**src/rtl/ledfd_pkg.sv**
```systemverilog
// ----------------------------------------------------------------------------
// LED frame deframer package
// Shared types and constants for the byte parser and the result buffer.
// ----------------------------------------------------------------------------
package ledfd_pkg;

	localparam int unsigned BYTE_W  = 8;
	localparam int unsigned INDEX_W = 12;
	localparam int unsigned COLOR_W = 24;
	localparam int unsigned EVENT_W = 2;
	localparam int unsigned TDATA_W = ((INDEX_W + COLOR_W + 7) / 8) * 8;
	localparam int unsigned TPAD_W  = TDATA_W - INDEX_W - COLOR_W;

	// Magic characters.
	localparam logic [BYTE_W-1:0] CHAR_A = 8'h41;
	localparam logic [BYTE_W-1:0] CHAR_N = 8'h4E;
	localparam logic [BYTE_W-1:0] CHAR_K = 8'h4B;
	localparam logic [BYTE_W-1:0] CHAR_R = 8'h52;

	// Header byte positions (position 0 is the leading 'A').
	localparam logic [3:0] HPOS_START  = 4'd1;
	localparam logic [3:0] HPOS_N      = 4'd1;
	localparam logic [3:0] HPOS_K      = 4'd2;
	localparam logic [3:0] HPOS_R      = 4'd3;
	localparam logic [3:0] HPOS_LPL_LO = 4'd6;
	localparam logic [3:0] HPOS_LPL_HI = 4'd7;
	localparam logic [3:0] HPOS_LINES  = 4'd8;
	localparam logic [3:0] MAGIC_END   = 4'd4;
	localparam logic [3:0] HEADER_LEN  = 4'd10;

	// Position within an RGB triplet; the unused code acts as the third byte.
	localparam logic [1:0] PH_FIRST  = 2'd0;
	localparam logic [1:0] PH_SECOND = 2'd1;
	localparam logic [1:0] PH_THIRD  = 2'd2;

	typedef enum logic [1:0] {
		MODE_HUNT   = 2'd0,
		MODE_HEADER = 2'd1,
		MODE_BODY   = 2'd2
	} mode_t;

	typedef enum logic [EVENT_W-1:0] {
		EV_PIXEL     = 2'd0,
		EV_FRAME_END = 2'd1,
		EV_REJECT    = 2'd2
	} event_t;

	typedef struct packed {
		event_t               event_res;
		logic [INDEX_W-1:0]   pixel_index;
		logic [COLOR_W-1:0]   color;
	} result_t;

endpackage

```
**src/rtl/ledfd_core.sv**
```systemverilog
// ----------------------------------------------------------------------------
// LED frame deframer parser
// Magic hunt, header capture, triplet assembly; one byte per cycle of advance.
// ----------------------------------------------------------------------------
module ledfd_core #(
	parameter int LEDS_PER_LINE = 512,
	parameter int LINES         = 8
) (
	input  logic                      clk,
	input  logic                      arst_n,
	input  logic                      advance,
	input  logic [7:0]                rx_byte,
	output logic                      res_valid,
	output ledfd_pkg::result_t        res
);
	import ledfd_pkg::*;

	localparam int LW  = $clog2(LEDS_PER_LINE + 1);
	localparam int LNW = $clog2(LINES + 1);

	mode_t         mode_q, mode_d;
	logic [3:0]    pos_q, pos_d, pos_inc;
	logic          match_q, match_d, match_upd;
	logic [15:0]   lpl_q, lpl_d;
	logic [7:0]    lines_q, lines_d;
	logic [LW-1:0] led_q, led_d, led_inc;
	logic [LNW-1:0] line_q, line_d, line_nx;
	logic [1:0]    phase_q, phase_d;
	logic [15:0]   ftb_q, ftb_d;
	logic          hdr_bad, hdr_done, led_wrap, last_pix, pix_out;
	logic [31:0]   index_full;

	assign pos_inc    = pos_q + 4'd1;
	assign hdr_bad    = (lpl_q == 16'd0) || (lpl_q > 16'(LEDS_PER_LINE)) ||
	                    (lines_q == 8'd0) || (lines_q > 8'(LINES));
	assign hdr_done   = (mode_q == MODE_HEADER) && (pos_inc >= HEADER_LEN);
	assign led_inc    = led_q + LW'(1);
	assign led_wrap   = 16'(led_inc) >= lpl_q;
	assign line_nx    = led_wrap ? line_q + LNW'(1) : line_q;
	assign last_pix   = 8'(line_nx) >= lines_q;
	assign pix_out    = (mode_q == MODE_BODY) && (phase_q != PH_FIRST) &&
	                    (phase_q != PH_SECOND);
	assign index_full = 32'(line_q) * 32'(LEDS_PER_LINE) + 32'(led_q);

	// Next state.
	always_comb begin
		mode_d    = mode_q;
		pos_d     = pos_q;
		match_d   = match_q;
		lpl_d     = lpl_q;
		lines_d   = lines_q;
		led_d     = led_q;
		line_d    = line_q;
		phase_d   = phase_q;
		ftb_d     = ftb_q;
		match_upd = match_q;
		unique case (mode_q)
			MODE_HEADER: begin
				case (pos_q)
					HPOS_N:      match_upd = match_q & (rx_byte == CHAR_N);
					HPOS_K:      match_upd = match_q & (rx_byte == CHAR_K);
					HPOS_R:      match_upd = match_q & (rx_byte == CHAR_R);
					HPOS_LPL_LO: lpl_d[7:0] = rx_byte;
					HPOS_LPL_HI: lpl_d[15:8] = rx_byte;
					HPOS_LINES:  lines_d = rx_byte;
					default: ;
				endcase
				match_d = match_upd;
				pos_d   = pos_inc;
				if (pos_inc == MAGIC_END) begin
					if (!match_upd) begin
						if (rx_byte == CHAR_A) begin
							pos_d   = HPOS_START;
							match_d = 1'b1;
						end else begin
							mode_d  = MODE_HUNT;
							pos_d   = 4'd0;
							match_d = 1'b0;
						end
					end
				end else if (pos_inc >= HEADER_LEN) begin
					if (hdr_bad) begin
						mode_d  = MODE_HUNT;
						pos_d   = 4'd0;
						match_d = 1'b0;
					end else begin
						mode_d  = MODE_BODY;
						led_d   = '0;
						line_d  = '0;
						phase_d = PH_FIRST;
					end
				end
			end
			MODE_BODY: begin
				case (phase_q)
					PH_FIRST: begin
						ftb_d   = {rx_byte, 8'd0};
						phase_d = PH_SECOND;
					end
					PH_SECOND: begin
						ftb_d[7:0] = rx_byte;
						phase_d    = PH_THIRD;
					end
					default: begin
						phase_d = PH_FIRST;
						led_d   = led_wrap ? '0 : led_inc;
						line_d  = line_nx;
						if (last_pix) begin
							mode_d  = MODE_HUNT;
							pos_d   = 4'd0;
							match_d = 1'b0;
							led_d   = '0;
							line_d  = '0;
						end
					end
				endcase
			end
			default: begin
				if (rx_byte == CHAR_A) begin
					mode_d  = MODE_HEADER;
					pos_d   = HPOS_START;
					match_d = 1'b1;
				end
			end
		endcase
	end

	// Result.
	always_comb begin
		res_valid = 1'b0;
		res       = '{event_res: EV_PIXEL, pixel_index: '0, color: '0};
		if (hdr_done && hdr_bad) begin
			res_valid     = 1'b1;
			res.event_res = EV_REJECT;
		end else if (pix_out) begin
			res_valid       = 1'b1;
			res.event_res   = last_pix ? EV_FRAME_END : EV_PIXEL;
			res.pixel_index = index_full[INDEX_W-1:0];
			res.color       = {ftb_q, rx_byte};
		end
	end

	always_ff @(posedge clk or negedge arst_n) begin
		if (!arst_n) begin
			mode_q  <= MODE_HUNT;
			pos_q   <= '0;
			match_q <= 1'b0;
			lpl_q   <= '0;
			lines_q <= '0;
			led_q   <= '0;
			line_q  <= '0;
			phase_q <= PH_FIRST;
			ftb_q   <= '0;
		end else if (advance) begin
			mode_q  <= mode_d;
			pos_q   <= pos_d;
			match_q <= match_d;
			lpl_q   <= lpl_d;
			lines_q <= lines_d;
			led_q   <= led_d;
			line_q  <= line_d;
			phase_q <= phase_d;
			ftb_q   <= ftb_d;
		end
	end

endmodule

```
**src/rtl/ledfd_out_buf.sv**
```systemverilog
// ----------------------------------------------------------------------------
// LED frame deframer result buffer
// Output register with a skid stage that holds one result during a stall.
// ----------------------------------------------------------------------------
module ledfd_out_buf (
	input  logic                 clk,
	input  logic                 arst_n,
	input  logic                 in_valid,
	output logic                 in_ready,
	input  ledfd_pkg::result_t   in_data,
	output logic                 out_valid,
	input  logic                 out_ready,
	output ledfd_pkg::result_t   out_data
);
	import ledfd_pkg::*;

	logic    main_valid_q, skid_valid_q;
	result_t main_q, skid_q;
	logic    push, main_free;

	assign in_ready  = !skid_valid_q;
	assign push      = in_valid && in_ready;
	assign main_free = !main_valid_q || out_ready;
	assign out_valid = main_valid_q;
	assign out_data  = main_q;

	always_ff @(posedge clk or negedge arst_n) begin
		if (!arst_n) begin
			main_valid_q <= 1'b0;
			skid_valid_q <= 1'b0;
		end else if (main_free) begin
			main_valid_q <= skid_valid_q || push;
			skid_valid_q <= 1'b0;
		end else if (push) begin
			skid_valid_q <= 1'b1;
		end
	end

	always_ff @(posedge clk) begin
		if (main_free) begin
			main_q <= skid_valid_q ? skid_q : in_data;
		end else if (push) begin
			skid_q <= in_data;
		end
	end

endmodule

```
**src/rtl/led_frame_deframer.sv**
```systemverilog
// ----------------------------------------------------------------------------
// LED frame deframer
// Splits a serial byte stream into LED frames and emits one pixel write per
// RGB triplet of the frame body.
// ----------------------------------------------------------------------------
// The block takes one byte per clock cycle on the slave stream while the
// result buffer has room; a byte is registered in the input stage before
// it reaches the parser, and any result it causes is registered in the
// result buffer before it is offered on the master stream. Each frame opens
// with the four magic characters A, N, K and R followed by six further
// header bytes: bytes 6 and 7 hold the number of LEDs per line
// (little-endian) and byte 8 the number of lines. A header whose counts
// are zero or exceed the LEDS_PER_LINE and LINES parameters is dropped and
// reported with a reject event whose index and colour are zero.
// A valid header produces nothing; the body that follows is read as RGB
// triplets, each giving a pixel write at index line * LEDS_PER_LINE + led,
// masked to twelve bits, and the final triplet of the frame carries the frame
// end event. A mismatched magic sends the block back to hunting, and if the
// fourth byte was an 'A' a new header starts from it. The output side has a
// skid stage that holds one result while the consumer stalls.
// ----------------------------------------------------------------------------
module led_frame_deframer #(
	parameter int LEDS_PER_LINE = 512,
	parameter int LINES         = 8
) (
	input  logic                                 clk,
	input  logic                                 arst_n,
	input  logic                                 s_axis_tvalid,
	output logic                                 s_axis_tready,
	input  logic [7:0]                           s_axis_tdata,  // [7:0] rx_byte
	output logic                                 m_axis_tvalid,
	input  logic                                 m_axis_tready,
	output logic [ledfd_pkg::TDATA_W-1:0]        m_axis_tdata,  // [11:0] pixel_index,
	                                                            // [35:12] color
	output logic [ledfd_pkg::EVENT_W-1:0]        m_axis_tuser   // [1:0] event_res
);
	import ledfd_pkg::*;

	// Input register stage.
	logic       valid_s1;
	logic [7:0] data_s1;

	logic    buf_ready;
	logic    advance;
	logic    res_valid;
	result_t res;
	result_t out_res;

	// The registered byte moves into the parser whenever the result buffer
	// has room, whether or not that byte actually produces a result.
	assign advance       = valid_s1 && buf_ready;
	assign s_axis_tready = !valid_s1 || advance;

	always_ff @(posedge clk or negedge arst_n) begin
		if (!arst_n) begin
			valid_s1 <= 1'b0;
		end else if (s_axis_tready) begin
			valid_s1 <= s_axis_tvalid;
		end
	end

	always_ff @(posedge clk) begin
		if (s_axis_tready && s_axis_tvalid) begin
			data_s1 <= s_axis_tdata;
		end
	end

	ledfd_core #(
		.LEDS_PER_LINE (LEDS_PER_LINE),
		.LINES         (LINES)
	) u_core (
		.clk       (clk),
		.arst_n    (arst_n),
		.advance   (advance),
		.rx_byte   (data_s1),
		.res_valid (res_valid),
		.res       (res)
	);

	ledfd_out_buf u_out_buf (
		.clk       (clk),
		.arst_n    (arst_n),
		.in_valid  (advance && res_valid),
		.in_ready  (buf_ready),
		.in_data   (res),
		.out_valid (m_axis_tvalid),
		.out_ready (m_axis_tready),
		.out_data  (out_res)
	);

	// Results are packed with the pixel index in the lowest bits, then the
	// colour, then zero padding up to a whole byte.
	assign m_axis_tdata = {{TPAD_W{1'b0}}, out_res.color, out_res.pixel_index};
	assign m_axis_tuser = out_res.event_res;

`ifndef SYNTHESIS
	// A byte held in the input register must not be lost or replaced while
	// the parser is blocked by a full result buffer.
	a_s1_holds: assert property (@(posedge clk) disable iff (!arst_n)
		valid_s1 && !advance |=> valid_s1 && $stable(data_s1))
		else $error("input register lost or changed a waiting byte");

	// A rejected header always carries a zero index and a zero colour.
	a_reject_zero: assert property (@(posedge clk) disable iff (!arst_n)
		m_axis_tvalid && (m_axis_tuser == EV_REJECT) |-> (m_axis_tdata == '0))
		else $error("reject event with non-zero payload");

	// While the input register is empty the block must take a new byte.
	a_ready_when_empty: assert property (@(posedge clk) disable iff (!arst_n)
		!valid_s1 |-> s_axis_tready)
		else $error("input stalled with an empty input register");
`endif

endmodule
```
**config.mk**
```make
export PLATFORM = sky130hd
export DESIGN_NAME = led_frame_deframer
export DESIGN_NICKNAME = d
export VERILOG_FILES = /design/src/rtl/ledfd_pkg.sv /design/src/rtl/ledfd_core.sv /design/src/rtl/ledfd_out_buf.sv /design/src/rtl/led_frame_deframer.sv
export SDC_FILE = /design/constraint.sdc
export NUM_CORES = 1
export LEC_CHECK = 0
export ABC_AREA = 1
export BUFFER_PORTS_ARGS = -buffer_cell sky130_fd_sc_hd__clkbuf_2
export CORE_ASPECT_RATIO = 1.25
export CORE_MARGIN = 2
export CORE_UTILIZATION = 45
export CTS_BUF_LIST = sky130_fd_sc_hd__clkbuf_2
export DETAILED_ROUTE_END_ITERATION = 10
export GPL_ROUTABILITY_DRIVEN = 0
export SLEW_MARGIN = 5
export SYNTH_ARGS = -nofsm -noshare
export SYNTH_HDL_FRONTEND = slang
export SYNTH_HIERARCHICAL = 1
export SYNTH_SLANG_ARGS = --single-unit
```
**constraint.sdc**
```tcl
create_clock -name clk -period 4.7 [get_ports clk]
set_input_delay 0.94 -clock clk [delete_from_list [all_inputs] [get_ports clk]]
set_output_delay 0.94 -clock clk [all_outputs]
set_load 0.02 [all_outputs]
```
Yosys cells after proc, flatten, opt, wreduce, memory -nomap -nowiden
Index checks and enable logic that the tools add are counted.
Storage, ports and cells
  register bits: 150
  input bits: 12
  output and inout bits: 44
Cells by class
  add/subtract/negate cells: 4
  $lt $le $gt $ge: 5
  equal/unequal tests: 23
  mux-type cells: 58
  bitwise logic cells: 4
  reduce and logical (&&, ||, !) cells: 36
Operators with widths (number)
  38-bit 2-to-1 mux: 2
  10-bit 2-to-1 mux: 6
  4-bit 2-to-1 mux: 13
  36-bit 2-to-1 mux: 1
  8-bit by 7-bit == test with 1-bit output (second input constant): 4
  2-bit 2-to-1 mux: 12
  10-bit case mux with 2 select lines: 1
  10-bit by 16-bit greater-or-equal comparator with 1-bit output: 1
  16-bit by 10-bit > comparator with 1-bit output (second input constant): 1
  16-bit zero test: 1
  4-bit case mux with 2 select lines: 2
  8-bit case mux with 2 select lines: 1
  1-bit 2-to-1 mux: 15
  3-bit AND reduction: 5
  12-bit by 10-bit adder with 12-bit output: 1
  4-bit by 3-bit == test with 1-bit output (second input constant): 3
  2-bit case mux with 2 select lines: 3
  10-bit by 1-bit adder with 10-bit output (second input constant): 1
  3-bit inequality test (second input constant): 3
  4-bit by 1-bit adder with 4-bit output (second input constant): 2
  4-bit by 2-bit == test with 1-bit output (second input constant): 2
  4-bit by 8-bit greater-or-equal comparator with 1-bit output: 1
  8-bit by 4-bit > comparator with 1-bit output (second input constant): 1
  1-bit logical AND: 8
  23 further kinds: 40

Longest topological paths before layout
  depth after elaboration: 10
  gate-level depth with buffers: 26
  mapped depth without buffers: 26

Cells and area by module
The synthesis kept the hierarchy.
By module, submodules not included
  ledfd_core: times used 1, cells each 526, area an instance 3921.3 um^2, sequential area each 1576.5 um^2
  ledfd_out_buf: times used 1, cells each 208, area an instance 2839.0 um^2, sequential area each 2332.2 um^2
  led_frame_deframer: times used 1, cells each 23, area an instance 336.6 um^2, sequential area each 265.3 um^2

Worst setup path before layout
OpenSTA, ideal clock, no wires.
  kind: in2reg
  start point: in m_axis_tready
  end point: reg u_out_buf/skid_q[0] (netlist bit) (enable)
  library setup time: 0.434 ns
  arrival time: 3.582 ns
  slack: 0.684 ns
  stages: 3
  buffers on the path: 0
  path through: inv_1 nand2_1 nor2_1
On the way
  word-level cells in the longest chain between the ends: 3
RTL lines
  start, declared: line led_frame_deframer.sv:32  | input logic m_axis_tready,
  1-bit logical OR: line ledfd_out_buf.sv:23  | assign main_free = !main_valid_q || out_ready;
  via u_out_buf.main_free: line ledfd_out_buf.sv:19  | logic push, main_free;
  1-bit inverter (no source line)
  2-bit AND reduction (no source line)
  end signal, assigned: line ledfd_out_buf.sv:43  | skid_q <= in_data;
  end, declared: line ledfd_out_buf.sv:18  | result_t main_q, skid_q;
The timed path passes the listed nets, and every way through them passes these cells.
A chain may end at the register's enable or synchronous reset.

Worst setup path in the final report
  start point: reg u_core.led_q[0]
  end point: reg u_core.mode_q[1]
On the way
  word-level cells in the longest chain between the ends: 6
RTL lines
  start, declared: line ledfd_core.sv:26  | logic [LW-1:0] led_q, led_d, led_inc;
  start signal, assigned: line ledfd_core.sv:160  | led_q <= led_d;
  10-bit by 1-bit adder with 10-bit output: line ledfd_core.sv:37  | assign led_inc = led_q + LW'(1);
  10-bit by 16-bit greater-or-equal comparator with 1-bit output: line ledfd_core.sv:38  | assign led_wrap = 16'(led_inc) >= lpl_q;
  4-bit 2-to-1 mux: line ledfd_core.sv:39  | assign line_nx = led_wrap ? line_q + LNW'(1) : line_q;
  4-bit by 8-bit greater-or-equal comparator with 1-bit output: line ledfd_core.sv:40  | assign last_pix = 8'(line_nx) >= lines_q;
  2-bit by 1-bit inequality test with 1-bit output (no source line)
  7-bit AND reduction (no source line)
  end signal, assigned: line ledfd_core.sv:155  | mode_q <= mode_d;
  end, declared: line ledfd_core.sv:21  | mode_t mode_q, mode_d;
No other way between the ends.

==> flow_metrics.tcl <==
set metrics [dict create \
    grt_pass1_vias 4852 \
    comb_power_share_pct 13.8 \
    start_util_pct 45.8 \
    path_clk_slew_ns 0.23 \
    power.internal_uw 1660 \
    postCtsSetupRepairBufs 0 \
    dp_hpwl_um 9990 \
    start_kind "flip-flop" \
    period_minus_slack_ns 4.04 \
    arrival_ns 4.67 \
    maxCapViolations 0 \
    antenna_left 0 \
    hold_viol 0 \
    viasPerCell 4.81 \
    fp.dieH_um 144 \
    peakVddDrop_mv 0.149 \
    power_switching_uw 754 \
    synth_seq_cells 150 \
    cts_num_sinks 150 \
    routed_wl_um 14100 \
    clock_latency_ns 0.71 \
    synthCells 757 \
    grt_start_max_net_pins 49 \
    setup_viol 0 \
    instances_no_fill 1037 \
    status "finished, final reports clean" \
    p_per_area_mw_per_mm2 312 \
    drc 0 \
    hold_ws_ns 0.389 \
    yosys.area.top_type "edfxtp_1" \
    postSynthAreaPerCell_sq_um 9.37 \
    clk_path_buf_depth 2 \
    rows 51 \
    synth_area_sq_mm 0.00710 \
    die_x_um 116 \
    synth_ff_type "edfxtp_1" \
    grt_usage_pct 17.9 \
    setup_tns_ns 0 \
    worst_ep_required_time_ns 5.32 \
    cts_tree "built" \
    io_buffers 51 \
    post-route-util_pct 49.9 \
    min_path_type "primary input to asynchronous set/reset pin" \
    ys_types 34 \
    period_share_pct 86.1 \
    drt_pass1_iterations 4 \
    drt_iter0_drc 350 \
    seq_power_share_pct 59.4 \
    num_vias 4987 \
    worst_slew_pin_slew_ns 1.11 \
    area_growth_pct 9.01 \
    end_kind "flip-flop" \
    cts_hold_buf 0 \
    core_area_sq_mm 0.0155 \
    max_stage_delay_ns 0.45 \
    ys_warn_count 6 \
    htree_levels 4 \
    leakage_uw 0.00374 \
    wl_per_cell_um 13.6 \
    netSwitchingFraction_pct 31.2 \
    slew_viol_final 0 \
    crit_path_max_fanout 9 \
    cp_cell_sequence "inv_1 > nor2_1 > nand3_1 > nor3_1 > xor2_1 > ha_1 > a21oi_1 > or3_1 > nand3_2 > o21ai_0 > inv_1 > ha_1 > nand2_1 > o21ai_0 > nand2_1 > nand3_1 > nand2_1 > nor2_1 > nand2_1 > o21ai_0" \
    clkPwrFrac_pct 26.8 \
    synth_commonest_cells "nand2_1, edfxtp_1, inv_1" \
    synth-edff-count 84 \
    ios 56 \
    slew-limit-headroom_pct 26.1 \
    fmax_ghz 0.247 \
    critical_path.slowest_cell "dfrtp_1" \
    synthTopCellsByArea "edfxtp_1, dfrtp_1, nand2_1, ha_1, inv_1" \
    rsz0062_at_grt "false" \
    numCtsBuffers 17 \
    grt_pass1_wl_um 23300 \
    yosysMostFrequentCell "nand2_1" \
    clock_skew_ns 0.0313 \
    crit_type "flip-flop to flip-flop" \
    synthArstFlopShare_pct 44.0 \
    antenna_found_initial 1 \
    root_buffer "clkbuf_2" \
    cts-resized-gates 0 \
    dieArea_sq_mm 0.0168 \
    nets 848 \
    overflow 0 \
    drive_gt1_share_pct 15.2 \
    synth_top_area_share_pct 35.5 \
    place_inst 1004 \
    yosysSeqAreaShare_pct 58.8 \
    critPathMostFrequentCell "nand2_1" \
]
-- per-layer routing --
| metal | up-vias | track usage [%] | wire length, um |
|---|---|---|---|
| met5 | - | 0 | 0 |
| met4 | 0 | 5.58 | 169 |
| met3 | 18 | 3.98 | 424 |
| met2 | 98 | 30.6 | 7010 |
| met1 | 2319 | 22.7 | 6460 |
| li1 | 2552 | - | - |
-- metrics by stage --
step,cell area [sq um],worst slack [ns],power [uW]
after floorplan,7110,0.684,1710
after global placement,7530,1.12,1780
after detailed placement,7530,0.752,1790
after CTS,7730,0.684,2450
after global routing,7740,0.233,2540
final,7740,0.655,2410
-- critical path, delay by kind of cell (launching register included) --
kind	cells	cell delay (ns)
buffers and inverters	2	0.17
flip-flops	1	0.45
AND/OR/NAND/NOR	11	1.62
XOR/XNOR	1	0.25
AO/OA/AOI/OAI	4	0.88
adder cells (fa/ha/maj)	2	0.58
-- cell families after synthesis --
logic type	share of synthesized area (%)
AO/OA/AOI/OAI	5.15
buffers and inverters	6.29
XOR/XNOR	1.60
other	0.0528
adder cells (fa/ha/maj)	4.41
flip-flops	58.8
AND/OR/NAND/NOR	23.7
-- placed cells by master, fill, tap and decap left out, drive strengths merged --
cell	instances
nor4	1
clkinv	3
xor2	9
nand3	46
ha	25
edfxtp	84
o21a	1
clkbuf	68
buf	7
o22ai	1
inv	82
o21ai	57
or2	1
clkinvlp	6
o211ai	1
or3	1
nor3	2
diode	1
dfrtp	66
nand2	255
xnor2	4
nand4	8
a21oi	11
conb	4
nor2	81
-- layout make-up --
| cell class | instances | area (sq um) |
|---|---|---|
| fill | 1463 | 7770 |
| sequential | 150 | 4170 |
| multi-input combinational | 508 | 2500 |
| timing repair buffer | 57 | 300 |
| inverter | 77 | 289 |
| tap | 212 | 265 |
| clock inverter | 14 | 118 |
| clock buffer | 18 | 90.1 |
| antenna | 1 | 2.50 |
-- path summary, 6_finish.rpt --
| path | end | cells after the start | start | slack [ns] |
|---|---|---|---|---|
| setup / recovery | u_core/mode_q[1]$_DFFE_PN0P_ | 20 | u_core/led_q[0]$_DFFE_PN0P_ | 0.66 |
| hold / removal | u_core/line_q[0]$_DFFE_PN0P_ | 1 | arst_n | 0.39 |
| setup reg to reg | u_core/mode_q[1]$_DFFE_PN0P_ | 20 | u_core/led_q[0]$_DFFE_PN0P_ | 0.66 |
| hold reg to reg | u_core/ftb_q[13]$_DFFE_PN0P_ | 2 | u_core/ftb_q[13]$_DFFE_PN0P_ | 0.52 |
| max in group asynchronous | u_core/phase_q[0]$_DFFE_PN0P_ | 2 | arst_n | 3.40 |
| min in group clk | data_s1[7]$_DFFE_PP_ | 1 | s_axis_tdata[7] | 0.39 |
-- power by group through the flow --
stage / sequential (uW) / clock (uW) / combinational, uW
after floorplan: 1450 / 0 / 251
after global placement: 1460 / 0 / 321
after detailed placement: 1460 / 0 / 333
after CTS: 1430 / 677 / 334
after global routing: 1440 / 724 / 378
final: 1430 / 647 / 333
-- registers in the layout, summed over array words and instances (netlist names) --
| name | count |
|---|---|
| data_s1 | 8 |
| u_core/line_q | 4 |
| u_core/match_q | 1 |
| u_core/led_q | 10 |
| valid_s1 | 1 |
| u_core/phase_q | 2 |
| u_core/lines_q | 8 |
| u_core/mode_q | 2 |
| u_out_buf/skid_valid_q | 1 |
| u_core/pos_q | 4 |
| u_core/ftb_q | 16 |
| u_out_buf/out_valid | 1 |
| u_out_buf/skid_q | 38 |
| u_core/lpl_q | 16 |
| u_out_buf/out_data | 38 |
Power figures use the tool's default switching activity.
